### config.mk
export PLATFORM = sky130hd
export DESIGN_NAME = bpd_parser
export DESIGN_NICKNAME = d
export VERILOG_FILES = /design/src/sv/bpd_pkg.sv /design/src/sv/bpd_parser.sv
export SDC_FILE = /design/constraint.sdc
export NUM_CORES = 1
export LEC_CHECK = 0
export ABC_AREA = 1
export BUFFER_PORTS_ARGS = -buffer_cell sky130_fd_sc_hd__buf_2
export CAP_MARGIN = 40
export CORE_UTILIZATION = 61
export CTS_CLUSTER_DIAMETER = 80
export DETAILED_ROUTE_END_ITERATION = 8
export HOLD_SLACK_MARGIN = 0.02
export PLACE_DENSITY = 0.86
export SYNTH_ARGS = -nofsm -noshare
export SYNTH_HDL_FRONTEND = slang
export SYNTH_SLANG_ARGS = --single-unit
export TNS_END_PERCENT = 100
### constraint.sdc
create_clock -name clk -period 4.5 [get_ports clk]
set_input_delay 0.9 -clock clk [delete_from_list [all_inputs] [get_ports clk]]
set_output_delay 0.9 -clock clk [all_outputs]
set_load 0.05 [all_outputs]
### src/sv/bpd_pkg.sv
`timescale 1ns / 1ps
// ----------------------------------------------------------------------------
// bpd_pkg
// Types and constants shared by the boot packet deframer modules.
// ----------------------------------------------------------------------------
package bpd_pkg;

    localparam logic [7:0] HEADER_BYTE = 8'hAA;
    localparam logic [7:0] OPCODE_MIN  = 8'h01;
    localparam logic [7:0] OPCODE_MAX  = 8'h04;
    // bytes of framing ahead of the payload
    localparam int unsigned FRAME_OVERHEAD = 4;
    localparam int unsigned OUT_LEN_W      = 12;

    typedef enum logic [3:0] {
        EV_DROP     = 4'd0,
        EV_HEADER   = 4'd1,
        EV_OP_OK    = 4'd2,
        EV_LEN_LO   = 4'd3,
        EV_LEN_OK   = 4'd4,
        EV_PAYLOAD  = 4'd5,
        EV_COMPLETE = 4'd6,
        EV_BAD_OP   = 4'd7,
        EV_TOO_LONG = 4'd8
    } event_t;

    typedef enum logic [4:0] {
        PH_HUNT    = 5'b00001,
        PH_OPCODE  = 5'b00010,
        PH_LEN_LO  = 5'b00100,
        PH_LEN_HI  = 5'b01000,
        PH_PAYLOAD = 5'b10000
    } phase_t;

    typedef struct packed {
        logic [7:0] rx_byte;
    } rx_item_t;

    typedef struct packed {
        event_t                 event_res;
        logic [7:0]             data_byte;
        logic [2:0]             opcode;
        logic [OUT_LEN_W-1:0]   pkt_length;
        logic [OUT_LEN_W-1:0]   payload_index;
    } res_item_t;

endpackage

### src/sv/bpd_parser.sv
`timescale 1ns / 1ps
// ----------------------------------------------------------------------------
// bpd_parser
// Framing state and per-byte classification of header, opcode, length and
// payload bytes.
// ----------------------------------------------------------------------------
module bpd_parser #(
    parameter int unsigned PACKET_MAX = 4096
) (
    input  logic                 clk,
    input  logic                 rst_n,
    input  logic                 step,
    input  logic [7:0]           rx_byte,
    output bpd_pkg::res_item_t   result
);
    import bpd_pkg::*;

    localparam int unsigned LEN_W     = $clog2(PACKET_MAX);
    localparam logic [16:0] LEN_LIMIT = 17'(PACKET_MAX - FRAME_OVERHEAD);

    phase_t             phase_reg;
    phase_t             phase_next;
    logic [LEN_W-1:0]   taken_reg;
    logic [LEN_W-1:0]   taken_next;
    logic [7:0]         len_lo_reg;
    logic [7:0]         len_lo_next;
    logic [LEN_W-1:0]   held_len_reg;
    logic [LEN_W-1:0]   held_len_next;
    logic [2:0]         held_op_reg;
    logic [2:0]         held_op_next;

    logic [15:0]        len_rx;
    logic [LEN_W-1:0]   taken_inc;
    logic [31:0]        held_len_wide;
    logic [31:0]        taken_wide;

    assign len_rx        = {rx_byte, len_lo_reg};
    assign taken_inc     = taken_reg + LEN_W'(1);
    assign held_len_wide = 32'(held_len_reg);
    assign taken_wide    = 32'(taken_reg);

    always_comb
    begin
        phase_next    = phase_reg;
        taken_next    = taken_reg;
        len_lo_next   = len_lo_reg;
        held_len_next = held_len_reg;
        held_op_next  = held_op_reg;

        result.event_res      = EV_DROP;
        result.data_byte      = rx_byte;
        result.opcode         = '0;
        result.pkt_length     = '0;
        result.payload_index  = '0;

        unique case (phase_reg)
            PH_OPCODE:
            begin
                if (rx_byte >= OPCODE_MIN && rx_byte <= OPCODE_MAX)
                begin
                    held_op_next     = rx_byte[2:0];
                    result.opcode    = rx_byte[2:0];
                    result.event_res = EV_OP_OK;
                    phase_next       = PH_LEN_LO;
                end
                else
                begin
                    result.event_res = EV_BAD_OP;
                    phase_next       = PH_HUNT;
                    taken_next       = '0;
                    len_lo_next      = '0;
                    held_len_next    = '0;
                    held_op_next     = '0;
                end
            end
            PH_LEN_LO:
            begin
                len_lo_next      = rx_byte;
                result.opcode    = held_op_reg;
                result.event_res = EV_LEN_LO;
                phase_next       = PH_LEN_HI;
            end
            PH_LEN_HI:
            begin
                result.opcode = held_op_reg;
                if ({1'b0, len_rx} > LEN_LIMIT || len_rx == 16'd0)
                begin
                    // zero length completes right here
                    result.event_res = (len_rx == 16'd0) ? EV_COMPLETE : EV_TOO_LONG;
                    phase_next       = PH_HUNT;
                    taken_next       = '0;
                    len_lo_next      = '0;
                    held_len_next    = '0;
                    held_op_next     = '0;
                end
                else
                begin
                    held_len_next         = len_rx[LEN_W-1:0];
                    result.pkt_length     = len_rx[OUT_LEN_W-1:0];
                    taken_next            = '0;
                    result.event_res      = EV_LEN_OK;
                    phase_next            = PH_PAYLOAD;
                end
            end
            PH_PAYLOAD:
            begin
                result.opcode         = held_op_reg;
                result.pkt_length     = held_len_wide[OUT_LEN_W-1:0];
                result.payload_index  = taken_wide[OUT_LEN_W-1:0];
                if (taken_inc >= held_len_reg)
                begin
                    result.event_res = EV_COMPLETE;
                    phase_next       = PH_HUNT;
                    taken_next       = '0;
                    len_lo_next      = '0;
                    held_len_next    = '0;
                    held_op_next     = '0;
                end
                else
                begin
                    result.event_res = EV_PAYLOAD;
                    taken_next       = taken_inc;
                end
            end
            default:
            begin
                if (rx_byte == HEADER_BYTE)
                begin
                    result.event_res = EV_HEADER;
                    phase_next       = PH_OPCODE;
                    held_op_next     = '0;
                    held_len_next    = '0;
                    taken_next       = '0;
                end
                else
                begin
                    result.event_res = EV_DROP;
                    phase_next       = PH_HUNT;
                    taken_next       = '0;
                    len_lo_next      = '0;
                    held_len_next    = '0;
                    held_op_next     = '0;
                end
            end
        endcase
    end

    always_ff @(posedge clk or negedge rst_n)
    begin
        if (!rst_n)
        begin
            phase_reg    <= PH_HUNT;
            taken_reg    <= '0;
            len_lo_reg   <= '0;
            held_len_reg <= '0;
            held_op_reg  <= '0;
        end
        else if (step)
        begin
            phase_reg    <= phase_next;
            taken_reg    <= taken_next;
            len_lo_reg   <= len_lo_next;
            held_len_reg <= held_len_next;
            held_op_reg  <= held_op_next;
        end
    end

    // payload phase always has bytes left to take
    a_payload_left: assert property (@(posedge clk) disable iff (!rst_n)
        phase_reg == PH_PAYLOAD |-> taken_reg < held_len_reg)
        else $error("payload phase with no bytes left");

    // hunting holds no packet context
    a_hunt_clear: assert property (@(posedge clk) disable iff (!rst_n)
        phase_reg == PH_HUNT |-> (held_op_reg == 3'd0 && held_len_reg == '0))
        else $error("packet context kept while hunting");

    // once past the opcode, the held opcode is a legal one
    a_op_legal: assert property (@(posedge clk) disable iff (!rst_n)
        (phase_reg == PH_LEN_LO || phase_reg == PH_LEN_HI || phase_reg == PH_PAYLOAD)
        |-> (held_op_reg >= 3'd1 && held_op_reg <= 3'd4))
        else $error("illegal opcode held");

    // a completion always sends the parser back to hunting
    a_done_hunt: assert property (@(posedge clk) disable iff (!rst_n)
        step && result.event_res == EV_COMPLETE |=> phase_reg == PH_HUNT)
        else $error("no return to hunting after completion");

endmodule

[Word-level counts from Yosys, hierarchy flattened]
Cells that the tools add are included.
Word-level totals
  register bits after elaboration: 40
  input bits: 11
  output and inout port bits: 39
Cells by class
  bitwise logic cells: 1
  multiplexer cells: 29
  magnitude comparators: 4
  $add $sub $neg: 1
  equality and inequality tests: 9
  reduce and logical (&&, ||, !) cells: 9
Operators with widths (number)
  $mux W12: 5
  $pmux W12 S4: 1
  $pmux W12 S3: 1
  $mux W8: 4
  $pmux W8 S4: 1
  $pmux W12 S2: 1
  $pmux W5 S4: 1
  $gt A16 B12 Y1 const B: 1
  $logic_not A16 Y1: 1
  $pmux W4 S4: 1
  $mux W3: 5
  $add A12 B1 Y12 const B: 1
  $ge A12 B12 Y1: 1
  $pmux W3 S4: 1
  $mux W5: 2
  $eq A8 B8 Y1 const B: 1
  $ge A8 B1 Y1 const B: 1
  $le A8 B3 Y1 const B: 1
  $mux W4: 2
  $reduce_and A4 Y1: 2
  $ne A2 B2 Y1 const B: 3
  $pmux W3 S2: 1
  $eq A5 B2 Y1 const B: 1
  $eq A5 B3 Y1 const B: 1
  other kinds (12): 13

[Depth between registers and ports, before layout]
Gate-level depths: netlist of the first run.
  depth in word-level cells: 4
  depth in mapped cells: 18
  gate-level depth less buffers: 18

[Least setup slack after synthesis of the first run]
No wires, ideal clock.
  path kind: input -> output
  start point: input rx_byte[4]
  end point: output result[24] (netlist bit)
  stages on the path: 7
  path slack: 971 ps
  buffers on the path: 0
  arrival: 2629 ps
  data required time: 3600 ps
  cell sequence: nor2_1 -> nand2_1 -> clkinv_1 -> nand2_1 -> nor2_2 -> nand2_2 -> o21ai_0
RTL lines
  start, declared: RTL line bpd_parser.sv:13  | input logic [7:0] rx_byte,
  end, declared: RTL line bpd_parser.sv:14  | output bpd_pkg::res_item_t result

==> results of run 1 <==
-- final cells by class --
| type | count | area share (%) |
|---|---|---|
| Clock buffer | 6 | 2.34 |
| Clock inverter | 1 | 0.161 |
| Inverter | 57 | 6.97 |
| Multi-Input combinational cell | 285 | 47.6 |
| Sequential cell | 40 | 32.3 |
| Tap cell | 52 | 2.10 |
| Timing Repair Buffer | 50 | 8.54 |
-- layer usage --
| layer | GRT usage, % | wire length [um] | up-vias |
|---|---|---|---|
| met3 | 5.34 | 298 | 16 |
| met1 | 36.7 | 2850 | 1229 |
| met4 | 10.2 | 151 | 0 |
| met2 | 47.2 | 3240 | 86 |
| li1 | - | - | 1339 |
| met5 | 0 | 0 | - |
-- worst paths after layout --
path                                start               to  cells after the start
min in group clk           held_op_reg[2]   held_op_reg[2]                      2
max                          taken_reg[2]       result[35]                     15
max in group asynchronous           rst_n     phase_reg[0]                      2
max reg2reg                  taken_reg[2]  held_len_reg[1]                     16
min reg2reg                held_op_reg[2]   held_op_reg[2]                      2
min                                 rst_n    taken_reg[10]                      1
-- stage by stage --
step | hold slack (ps) | area, sq um | total power [mW] | worst slack, ps | cells
5_1_grt | 482 | 3100 | 0.676 | 334 | 491
3_5_place_dp | 464 | 3030 | 0.429 | 969 | 484
2_1_floorplan | 442 | 2810 | 0.410 | 971 | 398
6_report | 465 | 3100 | 0.653 | 630 | 491
4_1_cts | 472 | 3100 | 0.658 | 611 | 491
3_3_place_gp | 454 | 3010 | 0.426 | 1070 | 483
-- power breakdown --
| part | total (mW) | switching [mW] | leakage (nW) | internal (mW) |
|---|---|---|---|---|
| sequential | 0.361 | 0.000864 | 0.556 | 0.360 |
| clock | 0.231 | 0.126 | 0.0410 | 0.106 |
| combinational | 0.0607 | 0.0471 | 1.07 | 0.0136 |
| total | 0.653 | 0.174 | 1.67 | 0.480 |
-- worst max-delay path: stages (launching register included) --
cell and delay [ps]:
dfrtp_1 380, inv_1 90, nor3_2 340, nand2_1 120, nor2_1 130, xor2_1 220, inv_1 80, ha_1 310
nand2_1 80, nor2_1 50, nand2_1 70, nor2_1 40, nor2_1 220, nand3_4 140, nand4_1 110, buf_2 280
-- cell usage after synthesis (4+ instances only) --
cell type / number
buf_4: 10
dfrtp_1: 39
ha_1: 13
inv_1: 53
nand2_1: 113
nand3_1: 25
nand3_2: 4
nor2_1: 48
nor3_1: 5
o21ai_0: 26
o21ai_1: 13
o22ai_1: 7
xor2_1: 7
-- logic make-up after synthesis --
logic type / count (synthesis)
AOI/OAI and AO/OA: 52
buffers and inverters: 73
and+or+nand+nor: 213
adders and majority gates: 13
DFF: 40
xor gates and xnor gates: 7
==> reports/qor.yml, run 1 <==
outcome: "finished, final reports clean"
placement_rows: 24
layout_commonest_cell: "nand2_1"
synth_fa_ha_area_share_pct: 5.79
syn_nets: 422
yosysWarningCount: 0
vias: 2670
cts_tree: "yes"
final_util_pct: 70.8
slew_headroom_pct: 64.2
rsz0062_at_grt: "no"
port_buffers: 49
maxCapViolations: 0
grtUsageTotal_pct: 28.3
synth_xor_area_share_pct: 2.18
coreArea_sq_um: 4380
drt-total-wl_um: 6540
required_ps: 3600
multiInputGateArea_sq_um: 1480
antenna_found_initial: 0
drc_errors: 0
setup.worst_path.end_class: "primary output"
area.sequential_sq_um: 1000
cts_setup_buffers: 0
grt_pass1_vias: 2434
diodes: 0
drtAntennaViolNets: 0
final_cell_mix: "113 x nand2_1, 53 x inv_1, 49 x buf_2"
p_per_area_nw_per_um2: 210
tns_ps: 0
hold_viol_final: 0
synth_area_per_cell_sq_um: 7.06
drive_gt1_share_pct: 18.0
cts_buffers: 5
synth_cells: 398
synth_edf_count: 0
crit_arrival_ps: 2970
gp_congestion: 0.912
nFillCells: 383
worst_slew_pin_slew_ps: 536
grt_pass1_wl_um: 11000
grt_max_degree: 32
path_class: "reg2out"
ys_seq_area_share_pct: 35.7
ys_seq_elements: 40
fmax_mhz: 258
nNetsFinal: 463
synthTopCellsByArea: "dfrtp_1 35%, nand2_1 15%, inv_1 7.1%"
io-pin-count: 50
vdd_drop_max_uv: 141
startpoint_type: "flip-flop"
synth-simple-area-share_pct: 34.4
worstPathMaxFanout: 5
cts_hold_buf: 0
r2r_setup_slack_ps: 1580
setup_viol: 0
cts.sinks: 40
clock_latency_ps: 300
synth_top_family_by_area: "simple AND/OR/NAND/NOR gates"
synth_mux_area_share_pct: 0
dieHeight_um: 69.9
yosysTopAreaCell: "dfrtp_1"
hpwl_um: 4880
cts_resized: 0
dr.pass1.iters: 5
drt_first_iter_violations: 187
hp-class: "in2async"
htree_levels: 2
post_drt_wl_per_cell_um: 13.3
clk_path_buf_depth: 2
synth_top_area_share_pct: 34.7
clkTransAtPathRegs_ps: 80
finalClockSkew_ps: 8.53
initial_utilization_pct: 64.1
chipWidth_um: 69.9
root_buffer: "clkbuf_8"
grt_overflow: 0
fin_crit_sh_pct: 86.0
synthFlopType: "dfrtp_1"
vias_per_cell: 5.44
syn_to_final_growth_pct: 10.5
synth_compound_area_share_pct: 10.2
yosysUniqueCellTypes: 34
syn-cell-area_sq_um: 2810
die-area_sq_um: 4880
p_leak_nw: 1.67
maxSlewViolCount: 0
final.min_clock_period_ps: 3870
async_flop_share_pct: 100
(Power assumes the default switching activity.)
==> inputs of run 2 (changes only) <==
--- a/config.mk
+++ b/config.mk
@@ -5,14 +5,15 @@
 export SDC_FILE = /design/constraint.sdc
 export NUM_CORES = 1
 export LEC_CHECK = 0
-export ABC_AREA = 1
+export ABC_AREA = 0
 export BUFFER_PORTS_ARGS = -buffer_cell sky130_fd_sc_hd__buf_2
 export CAP_MARGIN = 40
-export CORE_UTILIZATION = 61
+export CORE_UTILIZATION = 63
+export CTS_BUF_LIST = sky130_fd_sc_hd__clkbuf_4
 export CTS_CLUSTER_DIAMETER = 80
 export DETAILED_ROUTE_END_ITERATION = 8
 export HOLD_SLACK_MARGIN = 0.02
-export PLACE_DENSITY = 0.86
+export PLACE_DENSITY = 0.88
 export SYNTH_ARGS = -nofsm -noshare
 export SYNTH_HDL_FRONTEND = slang
 export SYNTH_SLANG_ARGS = --single-unit
==> run 2 against run 1 <==
Worst setup slack got worse by 390 ps. Count of clock-buffer cells in the layout unchanged. Die area fell by 2.8%. Cell count is 20% lower. Maximum frequency fell by 9.0%. Largest power group unchanged. Critical path depth down 2. Cell area rose by 0.24%. Sequential cell count is the same. Clock power decreased by 21%. Hold slack improved by 5.0 ps. Sequential power hardly changed.
==> reports/qor.yml, run 2 <==
outcome: "finished, final reports clean"
synth_top_family_by_area: "simple AND/OR/NAND/NOR gates"
maxCapViolations: 0
tns_ps: 0
cts_tree: "yes"
drt_first_iter_violations: 193
clk_path_buf_depth: 2
dieHeight_um: 68.9
p_per_area_nw_per_um2: 193
port_buffers: 49
grt_max_degree: 26
grt_pass1_vias: 2116
gp_congestion: 0.825
hpwl_um: 4690
synth_most_common_cell: "dfrtp_1"
diodes: 0
synth_edf_count: 0
fmax_mhz: 235
yosysWarningCount: 0
hold_viol_final: 0
ys_seq_area_share_pct: 35.5
final_cell_mix: "49 x buf_2, 38 x nand2_1, 37 x dfrtp_1"
die-area_sq_um: 4750
io-pin-count: 50
p_leak_nw: 1.73
hp-class: "in2async"
synthTopCellsByArea: "dfrtp_1 35%, ha_1 5.8%, and2_1 5.5%"
synth_mux_area_share_pct: 10.8
setup_viol: 0
vdd_drop_max_uv: 144
grt_pass1_wl_um: 9980
required_ps: 3600
finalClockSkew_ps: 8.05
htree_levels: 2
synth_top_area_share_pct: 34.6
synth_common_cells: "39 x dfrtp_1, 38 x nand2_1, 25 x and2_1"
synthFlopType: "dfrtp_1"
clkTransAtPathRegs_ps: 120
drt-total-wl_um: 6150
startpoint_type: "flip-flop"
worstPathMaxFanout: 5
yosysUniqueCellTypes: 48
ys_seq_elements: 40
synth_cells: 304
initial_utilization_pct: 68.1
cts.sinks: 40
total_power_uw: 602
crit_arrival_ps: 3360
vias: 2260
root_buffer: "clkbuf_4"
syn-cell-area_sq_um: 2820
drtAntennaViolNets: 0
syn_to_final_growth_pct: 10.3
async_flop_share_pct: 100
yosysTopAreaCell: "dfrtp_1"
vias_per_cell: 5.72
antenna_found_initial: 0
grt_overflow: 0
layout_commonest_cell: "buf_2"
drc_errors: 0
cts_hold_buf: 0
final.min_clock_period_ps: 4260
fin_crit_sh_pct: 94.6
synth_area_per_cell_sq_um: 9.28
syn_nets: 328
drive_gt1_share_pct: 24.1
clock_latency_ps: 350
cts_setup_buffers: 0
placement_rows: 23
synth_xor_area_share_pct: 3.42
synth_compound_area_share_pct: 11.6
path_class: "reg2out"
rsz0062_at_grt: "no"
dr.pass1.iters: 4
worst_slew_pin_slew_ps: 624
cts_resized: 0
slew_headroom_pct: 58.4
nNetsFinal: 369
post_drt_wl_per_cell_um: 15.6
synth-simple-area-share_pct: 25.3
maxSlewViolCount: 0
grtUsageTotal_pct: 28.9
chipWidth_um: 68.9
cts_buffers: 5
setup.worst_path.end_class: "primary output"
synth_fa_ha_area_share_pct: 5.77
coreArea_sq_um: 4140
run 2: cell count changes after synthesis, moves of 7 or more:
cell / before / now
a21o_1: 0 / 15
and2_1: 0 / 25
and3_1: 0 / 7
inv_1: 53 / 24
mux2_1: 0 / 7
mux2_4: 0 / 7
mux2i_1: 0 / 11
nand2_1: 113 / 38
nand2b_1: 0 / 9
nand3_1: 25 / 7
nor2_1: 48 / 15
o21ai_0: 26 / 9
o21ai_1: 13 / 5
o22ai_1: 7 / 0
run 2: path summary, 6_finish.rpt:
kind / from / endpoint / slack, ps / cells past startpoint
hold reg to reg: held_op_reg[1] / held_op_reg[1] / 510 / 1
setup reg to reg: taken_reg[3] / held_len_reg[5] / 1060 / 14
hold / removal: rst_n / phase_reg[1] / 470 / 1
max in group asynchronous: rst_n / taken_reg[2] / 3550 / 2
min in group clk: held_op_reg[1] / held_op_reg[1] / 510 / 1
setup / recovery: taken_reg[3] / result[36] / 240 / 13
run 2: through the flow:
stage	utilization [%]	cells	worst slack, ps	instance area, sq um	hold slack [ps]
global route	75.1	395	34.5	3110	486
floorplan	-	304	573	2820	465
detailed placement	73.7	388	600	3050	486
finish	75.1	395	245	3110	470
global placement	72.9	386	661	3020	479
CTS	74.9	395	177	3100	476
run 2: cell type report:
cell class              count  area [sq um]
flip-flops and latches     40          1000
inverters                  24          90.1
multi-input cells         221          1610
clock buffers               6          45.0
repair buffers             53           295
well taps                  50          62.6
fillers                   306          1030
clock inverters             1          5.00
run 2: critical path: stages, from the launching register on:
cell	delay (ps)
dfrtp_1	440
nand3_1	110
nor2_2	120
and3_1	210
and3_1	190
xnor2_1	150
inv_1	80
ha_1	290
a21o_1	180
a21o_1	180
a2111oi_2	420
nand2b_1	90
a221o_1	330
buf_2	210
run 2: kinds of logic after synthesis:
family	count (synthesis)
AOI/OAI and AO/OA	44
xor gates and xnor gates	11
adders and majority gates	13
buffers and inverters	43
DFF	40
muxes	26
and+or+nand+nor	127
run 2: metal layers:
metal	global-route usage [%]	share of wire, %	up-vias
met1	38.5	47	1077
li1	-	-	1110
met5	0	0	-
met2	47.5	48	67
met4	8.67	0.91	0
met3	5.59	4.5	6
run 2: power breakdown:
| group | switching (mW) | total, mW | internal, mW |
|---|---|---|---|
| Clock | 0.118 | 0.182 | 0.0638 |
| Sequential | 0.000119 | 0.360 | 0.359 |
| Combinational | 0.0427 | 0.0601 | 0.0174 |
