==> src/sv/bpd_pkg.sv <==
`timescale 1ns / 1ps
// ----------------------------------------------------------------------------
// bpd_pkg
// Types and constants shared by the boot packet deframer modules.
// ----------------------------------------------------------------------------
package bpd_pkg;

    localparam logic [7:0] HEADER_BYTE = 8'hAA;
    localparam logic [7:0] OPCODE_MIN  = 8'h01;
    localparam logic [7:0] OPCODE_MAX  = 8'h04;
    // bytes of framing ahead of the payload
    localparam int unsigned FRAME_OVERHEAD = 4;
    localparam int unsigned OUT_LEN_W      = 12;

    typedef enum logic [3:0] {
        EV_DROP     = 4'd0,
        EV_HEADER   = 4'd1,
        EV_OP_OK    = 4'd2,
        EV_LEN_LO   = 4'd3,
        EV_LEN_OK   = 4'd4,
        EV_PAYLOAD  = 4'd5,
        EV_COMPLETE = 4'd6,
        EV_BAD_OP   = 4'd7,
        EV_TOO_LONG = 4'd8
    } event_t;

    typedef enum logic [4:0] {
        PH_HUNT    = 5'b00001,
        PH_OPCODE  = 5'b00010,
        PH_LEN_LO  = 5'b00100,
        PH_LEN_HI  = 5'b01000,
        PH_PAYLOAD = 5'b10000
    } phase_t;

    typedef struct packed {
        logic [7:0] rx_byte;
    } rx_item_t;

    typedef struct packed {
        event_t                 event_res;
        logic [7:0]             data_byte;
        logic [2:0]             opcode;
        logic [OUT_LEN_W-1:0]   pkt_length;
        logic [OUT_LEN_W-1:0]   payload_index;
    } res_item_t;

endpackage

==> src/sv/bpd_stream_if.sv <==
`timescale 1ns / 1ps
// ----------------------------------------------------------------------------
// bpd_stream_if
// Valid/ready stream channel carrying one payload item per transaction.
// ----------------------------------------------------------------------------
interface bpd_stream_if #(
    parameter type payload_t = logic [7:0]
) ();

    logic     valid;
    logic     ready;
    payload_t payload;

    modport source (output valid, output payload, input ready);
    modport sink   (input valid, input payload, output ready);

endinterface

==> src/sv/bpd_out_stage.sv <==
`timescale 1ns / 1ps
// ----------------------------------------------------------------------------
// bpd_out_stage
// Result register: holds one classified byte until the consumer takes it.
// ----------------------------------------------------------------------------
module bpd_out_stage (
    input  logic                 clk,
    input  logic                 rst_n,
    input  logic                 load,
    input  bpd_pkg::res_item_t   result,
    output logic                 space,
    bpd_stream_if.source         res
);
    import bpd_pkg::*;

    logic      valid_reg;
    logic      valid_next;
    res_item_t item_reg;
    res_item_t item_next;

    assign space      = !valid_reg || res.ready;
    assign valid_next = load ? 1'b1 : (res.ready ? 1'b0 : valid_reg);
    assign item_next  = load ? result : item_reg;

    always_ff @(posedge clk or negedge rst_n)
    begin
        if (!rst_n)
        begin
            valid_reg <= 1'b0;
        end
        else
        begin
            valid_reg <= valid_next;
        end
    end

    always_ff @(posedge clk)
    begin
        item_reg <= item_next;
    end

    assign res.valid   = valid_reg;
    assign res.payload = item_reg;

endmodule

==> src/flat_wrapper.sv <==
// flat-port wrapper written by rule: the top's interface ports become plain ports
module bpd_out_stage_flat import bpd_pkg::*;
  (clk, rst_n, load, result, space, res_valid, res_payload, res_ready);
  bpd_stream_if res_i ();
  input  logic clk;
  input  logic rst_n;
  input  logic load;
  input  bpd_pkg::res_item_t result;
  output logic space;
  output wire logic [$bits(res_i.valid)-1:0] res_valid;
  output wire logic [$bits(res_i.payload)-1:0] res_payload;
  input wire logic [$bits(res_i.ready)-1:0] res_ready;
  assign res_valid = res_i.valid;
  assign res_payload = res_i.payload;
  assign res_i.ready = res_ready;
  bpd_out_stage u_core (.clk(clk), .rst_n(rst_n), .load(load), .result(result), .space(space), .res(res_i));
endmodule
==> config.mk <==
export PLATFORM = sky130hd
export DESIGN_NAME = bpd_out_stage_flat
export DESIGN_NICKNAME = d
export VERILOG_FILES = /design/src/sv/bpd_pkg.sv /design/src/sv/bpd_stream_if.sv /design/src/sv/bpd_out_stage.sv /design/src/flat_wrapper.sv
export SDC_FILE = /design/constraint.sdc
export NUM_CORES = 1
export LEC_CHECK = 0
export ABC_AREA = 1
export BUFFER_PORTS_ARGS = -buffer_cell sky130_fd_sc_hd__buf_2
export CORE_AREA = 2 2 39 41
export CTS_CLUSTER_SIZE = 12
export DETAILED_ROUTE_END_ITERATION = 8
export DIE_AREA = 0 0 41 43
export GPL_ROUTABILITY_DRIVEN = 0
export PLACE_DENSITY = 0.73
export SLEW_MARGIN = 20
export SYNTH_ARGS = -nofsm -noshare
export SYNTH_HDL_FRONTEND = slang
export SYNTH_SLANG_ARGS = --single-unit
==> constraint.sdc <==
create_clock -name clk -period 1.7 [get_ports clk]
set_clock_uncertainty 0.1 [all_clocks]
set_input_delay 0.085 -clock clk [delete_from_list [all_inputs] [get_ports clk]]
set_output_delay 0.085 -clock clk [all_outputs]
set_load 0.1 [all_outputs]
---- Word-level counts from Yosys, hierarchy flattened ----
Index checks and enable logic that the tools add are counted.
word-level totals
  flip-flop bits (word level) ............. 9
  bits of input ports ..................... 43
  output and inout bits ................... 10
  word-level logic and storage cells ...... 7
cells by class
  muxes and demuxes ....................... 2
  reduce and logical (&&, ||, !) cells .... 3
operators with widths
  operator            count
  2-to-1 mux 1 bit    2
  nonzero test 2 bit  1
  zero test 1 bit     1
  logical OR 1 bit    1

---- Longest topological paths before layout ----
Gate-level depths: netlist of the first run.
  word-level depth ........................ 2
  depth in mapped cells ................... 3
  depth with buffers taken out ............ 3

---- Worst setup path after synthesis of the first run ----
Ideal clock, no wire load.
  path type ............................... register -> register
  from .................................... register, netlist name u_core.res.valid
  to ...................................... register u_core.valid_reg (netlist: u_core.res.valid)
  library setup time ...................... 0.077 ns
  arrival time ............................ 1.619 ns
  data required time ...................... 1.523 ns
  slack ................................... -0.096 ns
  stages on the path, launching flop included .. 3
  path buffers ............................ 0
  cells stage by stage .................... dfrtp_1 > nand2_2 > nand2_2
RTL lines
  element                 line                 source
  end signal: assignment  bpd_out_stage.sv:33  valid_reg <= valid_next;
  end: declaration        bpd_out_stage.sv:16  logic valid_reg;

---- Worst setup path after layout of the first run ----
  from .................................... input port res_ready
  to ...................................... output port space
between the ends
  cells in the longest elaborated chain, start to end .. 1
RTL lines
  element             line                 source
  start: declaration  flat_wrapper.sv:12   input wire logic [$bits(res_i.ready)-1:0] res_ready;
  logical OR 1 bit    bpd_out_stage.sv:21  assign space = !valid_reg || res.ready;
  end: declaration    flat_wrapper.sv:9    output logic space;
No other way between the ends.

==> results of run 1 <==
path summary, 6_finish.rpt:
| check | from | to | slack, ns | depth (start not counted) |
|---|---|---|---|---|
| min in group clk | load | u_core.res.valid | 0.06 | 3 |
| hold reg to reg | u_core.res.valid | u_core.res.valid | 0.39 | 2 |
| setup / recovery | res_ready | space | 0.30 | 5 |
| hold / removal | rst_n | u_core.res.valid | 0.03 | 2 |
| setup reg to reg | u_core.res.valid | u_core.res.valid | 0.98 | 2 |
| max in group asynchronous | rst_n | u_core.res.valid | 1.38 | 2 |
cells by family after synthesis:
family	share of synthesized area (%)
buf+inv	2.633
flops	92.98
simple gates	4.385
cells in the final DEF, fill, tap and decap left out:
cell	netlist	routed
dfrtp_2	0	1
nand2_2	2	2
clkbuf_4	0	3
clkbuf_1	0	1
edfxtp_1	8	8
buf_2	0	21
inv_1	2	2
dlygate4sd3_1	0	10
area by class of cell:
class	count	share of cell area [%]
clock buffers	4	4.884
inverters	2	1.395
multi-input cells	2	2.326
well taps	16	3.721
repair buffers	31	38.14
flip-flops and latches	9	49.53
metrics by stage:
stage               total power, mW  instances
global placement             0.4428         50
floorplan                    0.4099         13
detailed placement           0.4436         50
global route                 0.6461         64
CTS                          0.6239         64
finish                       0.6157         64
power groups by stage:
stage | Clock (mW) | Sequential, mW | Combinational, mW
6_report | 0.160 | 0.265 | 0.190
5_1_grt | 0.183 | 0.266 | 0.197
4_1_cts | 0.168 | 0.265 | 0.191
3_5_place_dp | 0 | 0.270 | 0.174
3_3_place_gp | 0 | 0.270 | 0.173
2_1_floorplan | 0 | 0.394 | 0.0160
worst max-delay path: cells and delay by family:
kind	cells	cell delay (ns)
buffers and inverters	4	1.07
and+or+nand+nor	1	0.05
synth_stat cells:
| cell type | count | area, um^2 |
|---|---|---|
| edfxtp_1 | 8 | 240.2 |
| inv_1 | 2 | 7.510 |
| nand2_2 | 2 | 12.51 |
| dfrtp_1 | 1 | 25.02 |
layer usage:
layer  GRT usage (%)  wire (um)  part of all wire, %  vias to the layer above
met5               0          0                    0                        -
met4           8.000          0                    0                        0
met3           4.712        104                   16                        0
met2           10.00        218                   34                       22
met1           11.45        314                   49                       85
li1                -          -                    -                      118
timing repair:
action | CTS | global route
hold buffers | 10 | 0
setup endpoints to repair | 0 | 0
hold endpoints to repair | 10 | 0
resized for setup | 0 | 0
==> out/results.ini, run 1 <==
[finish]
n_antenna_cell=0
drive_gt1_share_pct=56.25
areaGrowthSynthToFinish_pct=88.60
post-route-util_pct=38.88
largest_reg_flops=8
layout.nets=92
register_area_um2=266.5
nFillCells=130
multi_input_area_um2=12.51
stdcell_area_um2=538.0

[cts]
htree_levels=1
numCtsBuffers=3
cts_sinks=9
cts_root_buf=clkbuf_4
cts_setup_buffers=0
clock_latency_ns=0.25
cts_buffer_depth=2
clk_pin_slew_ns=0.06
cts_tree=built

[power]
p_per_area_mw_per_mm2=1144
internal_power_mw=0.3873
leakage_nw=0.2432
peakVddDrop_v=0.0004534
p_switching_mw=0.2283
seq_power_share_pct=43.1
p_comb_share_pct=30.9
p_clk_share_pct=26.0
p_sw_share_pct=37.08

[routing]
drt_iter0_drc=3
wl_per_cell_um=9.953
dr_total_vias=225
via_per_inst=3.516
drc=0
ant_nets=0
dr.pass1.iters=3
postRouteWirelength_um=637

[sta]
tightest_slew_ns=0.4871
worst_slack_ns=0.3031
setup_viol=0
hold-worst-slack_ns=0.02746
grt_setup_unrepaired=false
fin_crit_ns=1.397
max_slew_margin_pct=67.75
finalHoldViolations=0
fin_tns_setup_ns=0
clock.fmax_ghz=0.7159
slew_violations=0
fin_crit_sh_pct=82.17

[setup_path]
max_stage_delay_ns=0.51
path_cells=dlygate4sd3_1, buf_2, inv_1, nand2_2, buf_2
arrival_ns=1.21
cp.required_ns=1.51
endpoint_kind=output pin
startpoint_type=input pin
worstSetupPathType=input pin to output pin
crit_path_max_fanout=2
crit_top_cell=buf_2
slowest_stage=dlygate4sd3_1

[floorplanning]
io_pins=53
row_count=14
start_util_pct=20.61
die_w_um=41
die_h_um=43
coreArea_mm2=0.001384
die_area_mm2=0.001763

[synth]
yosys_warnings=0
synth_seq_area_share_pct=92.98
yosysUniqueCellTypes=4
netlist_area_um2=285.3
synthesis.instances=13
syn_avg_cell_area_um2=21.94
syn-num-nets=56
synth_seq_cells=9

[global_routing]
overflow=0
gr-usage-all-layers_pct=8.859
antenna_found_initial=0
grt_start_max_net_pins=10
grt_pass1_wl_um=917
grt_pass1_vias=236

[placed_design]
portBuffers=21
place_ws_ns=0.6339
post_dp_cell_area_um2=411.6

[run_status]
status=completed

[job]
maxCapViolCount=0

[worst_hold_path]
min_path_type=input pin to async pin

Power figures use the tool's default switching activity.
==> inputs of run 2 (changes only) <==
Clock period 1.7 ns to 1.3 ns, I/O delays scaled along.
==> out/results.ini, run 2 (synthesis gave the netlist of run 1 again) <==
[setup_path]
rr_worst_depth=2  ; unchanged
endpoint_kind=output pin  ; unchanged
path_cells=buf_2  ; was dlygate4sd3_1, buf_2, inv_1, nand2_2, buf_2
max_stage_delay_ns=0.43  ; was 0.51 ns
r2r-start=u_core.res.valid  ; unchanged
reg2reg_to=u_core.res.valid  ; unchanged
slowest_stage=buf_2  ; was dlygate4sd3_1
startpoint_type=flop  ; was input pin
cp_top_family=buffers and inverters  ; unchanged
worstSetupPathType=flop to output pin  ; was input pin to output pin
r2r_setup_slack_ns=0.54  ; was 0.98 ns
cp.required_ns=1.13  ; was 1.51 ns
crit_buf_inv=1  ; was 4
setup.worst_path.start=u_core.res.valid  ; was res_ready
crit_path_max_fanout=2  ; unchanged
arrival_ns=1.06  ; was 1.21 ns

[placed_design]
portBuffers=21  ; unchanged
post_dp_cell_area_um2=431.7  ; was 411.6 um^2
dpl.hpwl_um=494
dpl.cell_count=50  ; unchanged
place_ws_ns=0.3434  ; was 0.6339 ns

[finish]
layout.cells.non_filler=64  ; unchanged
layout.nets=92  ; unchanged
largest_reg_flops=8  ; unchanged
drive_gt1_share_pct=56.25  ; unchanged
nFillCells=127  ; was 130
post-route-util_pct=40.33  ; was 38.88%
stdcell_area_um2=558.0  ; was 538.0 um^2
register_area_um2=266.5  ; unchanged
n_antenna_cell=0  ; unchanged
multi_input_area_um2=17.52  ; was 12.51 um^2
layout_common_cells=20 x buf_2, 10 x dlygate4sd3_1, 8 x edfxtp_1  ; was 21 x buf_2, 10 x dlygate4sd3_1, 8 x edfxtp_1
layout_commonest_cell=buf_2  ; unchanged
areaGrowthSynthToFinish_pct=95.61  ; was 88.60%

[worst_hold_path]
min_path_type=input pin to async pin  ; unchanged

[floorplanning]
die_area_mm2=0.001763  ; unchanged
coreArea_mm2=0.001384  ; unchanged
row_count=14  ; unchanged
die_w_um=41  ; unchanged
io_pins=53  ; unchanged
start_util_pct=20.61  ; unchanged
die_h_um=43  ; unchanged

[sta]
finalHoldViolations=0  ; unchanged
tightest_slew_ns=0.4928  ; was 0.4871 ns
hold-worst-slack_ns=0.02095  ; was 0.02746 ns
worst_slack_ns=0.07072  ; was 0.3031 ns
clock.fmax_ghz=0.8135
setup_viol=0  ; unchanged
fin_crit_ns=1.229
fin_tns_setup_ns=0  ; unchanged
max_slew_margin_pct=67.37  ; was 67.75%
fin_crit_sh_pct=94.56
slew_violations=0  ; unchanged
grt_setup_unrepaired=false  ; unchanged

[routing]
dr_total_vias=229  ; was 225
via_per_inst=3.578  ; was 3.516
postRouteWirelength_um=730  ; was 637 um
wl_per_cell_um=11.41  ; was 9.953 um
drt_iter0_drc=3  ; unchanged
drc=0  ; unchanged
ant_nets=0  ; unchanged
dr.pass1.iters=2  ; was 3

[power]
peakVddDrop_v=0.0005360  ; was 0.0004534 V
leakage_nw=0.2531  ; was 0.2432 nW
p_total_mw=0.8181  ; was 0.6157 mW
p_per_area_mw_per_mm2=1466  ; was 1144 mW/mm^2

[cts]
numCtsBuffers=3  ; unchanged
cts_sinks=9  ; unchanged
cts_buffer_depth=2  ; unchanged
cts_tree=built  ; unchanged
clock_latency_ns=0.25  ; about the same
htree_levels=1  ; unchanged
clk_pin_slew_ns=0.06  ; about the same
cts_resized=0  ; unchanged
cts_root_buf=clkbuf_4  ; unchanged

[global_routing]
grt_pass1_vias=265  ; was 236
grt_pass1_wl_um=1041  ; was 917 um
overflow=0  ; unchanged
gr-usage-all-layers_pct=10.18  ; was 8.859%
antenna_found_initial=0  ; unchanged
grt_start_max_net_pins=10  ; unchanged

[run_status]
status=completed  ; unchanged

[job]
maxCapViolCount=0  ; unchanged

## run 2: cell count changes in the layout (fill, tap and decap cells not counted)
cell,before,now
buf_2,21,20
nand2_4,0,1
nand2_2,2,1
buf_12,0,1
## run 2: worst max-delay path by stage
stage / end / slack (ns) / depth (start not counted)
5_1_grt: res_valid / 0.03 / 1
3_5_place_dp: res_valid / 0.34 / 1
3_3_place_gp: res_valid / 0.35 / 1
4_1_cts: res_valid / 0.06 / 1
2_1_floorplan: u_core.res.valid / 0.04 / 2
6_report: res_valid / 0.07 / 1
## run 2: metal layers
| layer | up-vias | share of wire [%] | global-route usage (%) |
|---|---|---|---|
| li1 | 115 | - | - |
| met1 | 92 | 44 | 11.78 |
| met2 | 22 | 41 | 14.37 |
| met3 | 0 | 14 | 5.236 |
| met4 | 0 | 0 | 6.000 |
| met5 | - | 0 | 0 |
## run 2: what timing repair did
action                                 CTS  global route
setup buffers                            0             0
setup endpoints to repair                0             0
endpoints found under the hold margin   10             0
hold buffers                            10             0
## run 2: where the power goes
group,internal [mW],switching [mW]
Clock,0.118,0.0925
Sequential,0.340,0.00715
Combinational,0.0561,0.204
## run 2: area by class of cell
cell class | count | area share, %
repair buffers | 31 | 39.46
inverters | 2 | 1.345
flip-flops and latches | 9 | 47.76
clock buffers | 4 | 4.709
well taps | 16 | 3.587
multi-input cells | 2 | 3.139
==> inputs of run 3 (changes only) <==
==> constraint.sdc (replaced) <==
create_clock -name clk -period 1.16 [get_ports clk]
set_clock_uncertainty 0.1 [all_clocks]
set_input_delay 0.232 -clock clk [delete_from_list [all_inputs] [get_ports clk]]
set_output_delay 0.232 -clock clk [all_outputs]
set_load 0.1 [all_outputs]
==> out/results.ini, run 3 (synthesis gave the netlist of run 1 again) <==
[finish]
drive_gt1_share_pct=70.00  ; was 56.25%
layout.nets=84  ; was 92
n_antenna_cell=0  ; unchanged
layout_commonest_cell=buf_2  ; unchanged
layout_common_cells=11 x buf_2, 10 x buf_12, 8 x edfxtp_1  ; was 20 x buf_2, 10 x dlygate4sd3_1, 8 x edfxtp_1
post-route-util_pct=44.94  ; was 40.33%
largest_reg_flops=8  ; unchanged
areaGrowthSynthToFinish_pct=118.0  ; was 95.61%

[setup_path]
arrival_ns=1.01  ; was 1.06 ns
endpoint_kind=output pin  ; unchanged
crit_path_max_fanout=2  ; unchanged
worstSetupPathType=flop to output pin  ; unchanged
cp.required_ns=0.83  ; was 1.13 ns
startpoint_type=flop  ; unchanged

[power]
p_clk_share_pct=23.1  ; was 25.7%
p_sw_share_pct=35.10  ; was 37.15%
peakVddDrop_v=0.0006720  ; was 0.0005360 V
p_comb_share_pct=35.5  ; was 31.8%
p_switching_mw=0.3452  ; was 0.3039 mW
p_per_area_mw_per_mm2=1582  ; was 1466 mW/mm^2
leakage_nw=0.2692  ; was 0.2531 nW
internal_power_mw=0.6384  ; was 0.5142 mW
p_total_mw=0.9836  ; was 0.8181 mW
seq_power_share_pct=41.4  ; was 42.5%

[routing]
drt_iter0_drc=6  ; was 3
wl_per_cell_um=10.21  ; was 11.41 um
postRouteWirelength_um=572  ; was 730 um
via_per_inst=3.768  ; was 3.578
dr.pass1.iters=2  ; unchanged
drc=0  ; unchanged
dr_total_vias=211  ; was 229
ant_nets=0  ; unchanged

[floorplanning]
io_pins=53  ; unchanged
die_h_um=43  ; unchanged
row_count=14  ; unchanged
die_area_mm2=0.001763  ; unchanged
start_util_pct=20.61  ; unchanged
die_w_um=41  ; unchanged
coreArea_mm2=0.001384  ; unchanged

[sta]
finalHoldViolations=0  ; unchanged
grt_setup_unrepaired=true  ; was false
worst_slack_ns=-0.1847  ; was 0.07072 ns
fin_crit_sh_pct=115.9
max_slew_margin_pct=87.72  ; was 67.37%
fin_crit_ns=1.345
hold-worst-slack_ns=0.05187  ; was 0.02095 ns
clock.fmax_ghz=0.7437
slew_violations=0  ; unchanged
fin_tns_setup_ns=-0.5024  ; was 0 ns
tightest_slew_ns=0.1842  ; was 0.4928 ns
setup_viol=10  ; was 0

[global_routing]
antenna_found_initial=0  ; unchanged
gr-usage-all-layers_pct=8.163  ; was 10.18%
grt_pass1_vias=210  ; was 265
grt_start_max_net_pins=10  ; unchanged
overflow=0  ; unchanged
grt_pass1_wl_um=883  ; was 1041 um

[cts]
clock_latency_ns=0.25  ; about the same
cts_resized=0  ; unchanged
cts_buffer_depth=2  ; unchanged
htree_levels=1  ; unchanged
clk_pin_slew_ns=0.06  ; about the same
cts_tree=built  ; unchanged
numCtsBuffers=3  ; unchanged
cts_sinks=9  ; unchanged
cts_root_buf=clkbuf_4  ; unchanged

[job]
maxCapViolCount=0  ; unchanged

[placed_design]
portBuffers=21  ; unchanged
place_ws_ns=0.06672  ; was 0.3434 ns
dpl.hpwl_um=508.1  ; was 494 um

[run_status]
violations=negative setup slack
status=finished with violations  ; was completed

[worst_hold_path]
min_path_type=input pin to flop  ; was input pin to async pin

run 3: power by group through the flow:
| stage | clock (mW) | combinational (mW) | sequential (mW) |
|---|---|---|---|
| final | 0.227 | 0.349 | 0.407 |
| after global routing | 0.261 | 0.359 | 0.408 |
| after CTS | 0.242 | 0.351 | 0.408 |
| after detailed placement | 0 | 0.345 | 0.415 |
| after global placement | 0 | 0.342 | 0.414 |
| after floorplan | 0 | 0.0279 | 0.581 |
run 3: critical path, stage by stage, from the launching register on:
cell and delay [ns]:
dfrtp_4 0.52, nand2_8 0.08, buf_12 0.16
run 3: metal layers:
metal,global-route usage [%],up-vias,share of wire (%)
met4,4.000,0,0
li1,-,100,-
met5,0,-,0
met3,8.377,0,28
met2,11.25,24,43
met1,7.458,87,28
run 3: cell type report:
type | instances | area [um^2]
multi-input cells | 2 | 26.28
well taps | 16 | 20.02
flip-flops and latches | 9 | 269.0
clock buffers | 4 | 26.28
repair buffers | 23 | 272.8
fillers | 128 | 762.0
inverters | 2 | 7.507
run 3: timing repair:
action / in CTS / in global routing
buffers inserted: 1 / 0
hold buffers: 1 / 0
setup endpoints to repair: 10 / 10
endpoints found under the hold margin: 1 / 0
pin swaps: 1 / 0
run 3: stage by stage:
step / cells / cell area (um^2)
CTS: 56 / 621.8
floorplan: 13 / 302.8
global route: 56 / 621.8
finish: 56 / 621.8
detailed placement: 50 / 578.1
global placement: 50 / 578.1
run 3: path summary, 6_finish.rpt:
kind / depth (start not counted) / end / slack, ns / start
setup / recovery: 2 / space / -0.18 / u_core.res.valid
hold / removal: 1 / u_core.res.payload[7] / 0.05 / result[7]
setup reg to reg: 3 / u_core.res.valid / 0.23 / u_core.res.valid
hold reg to reg: 3 / u_core.res.valid / 0.62 / u_core.res.valid
max in group asynchronous: 2 / u_core.res.valid / 0.68 / rst_n
min in group asynchronous: 2 / u_core.res.valid / 0.18 / rst_n
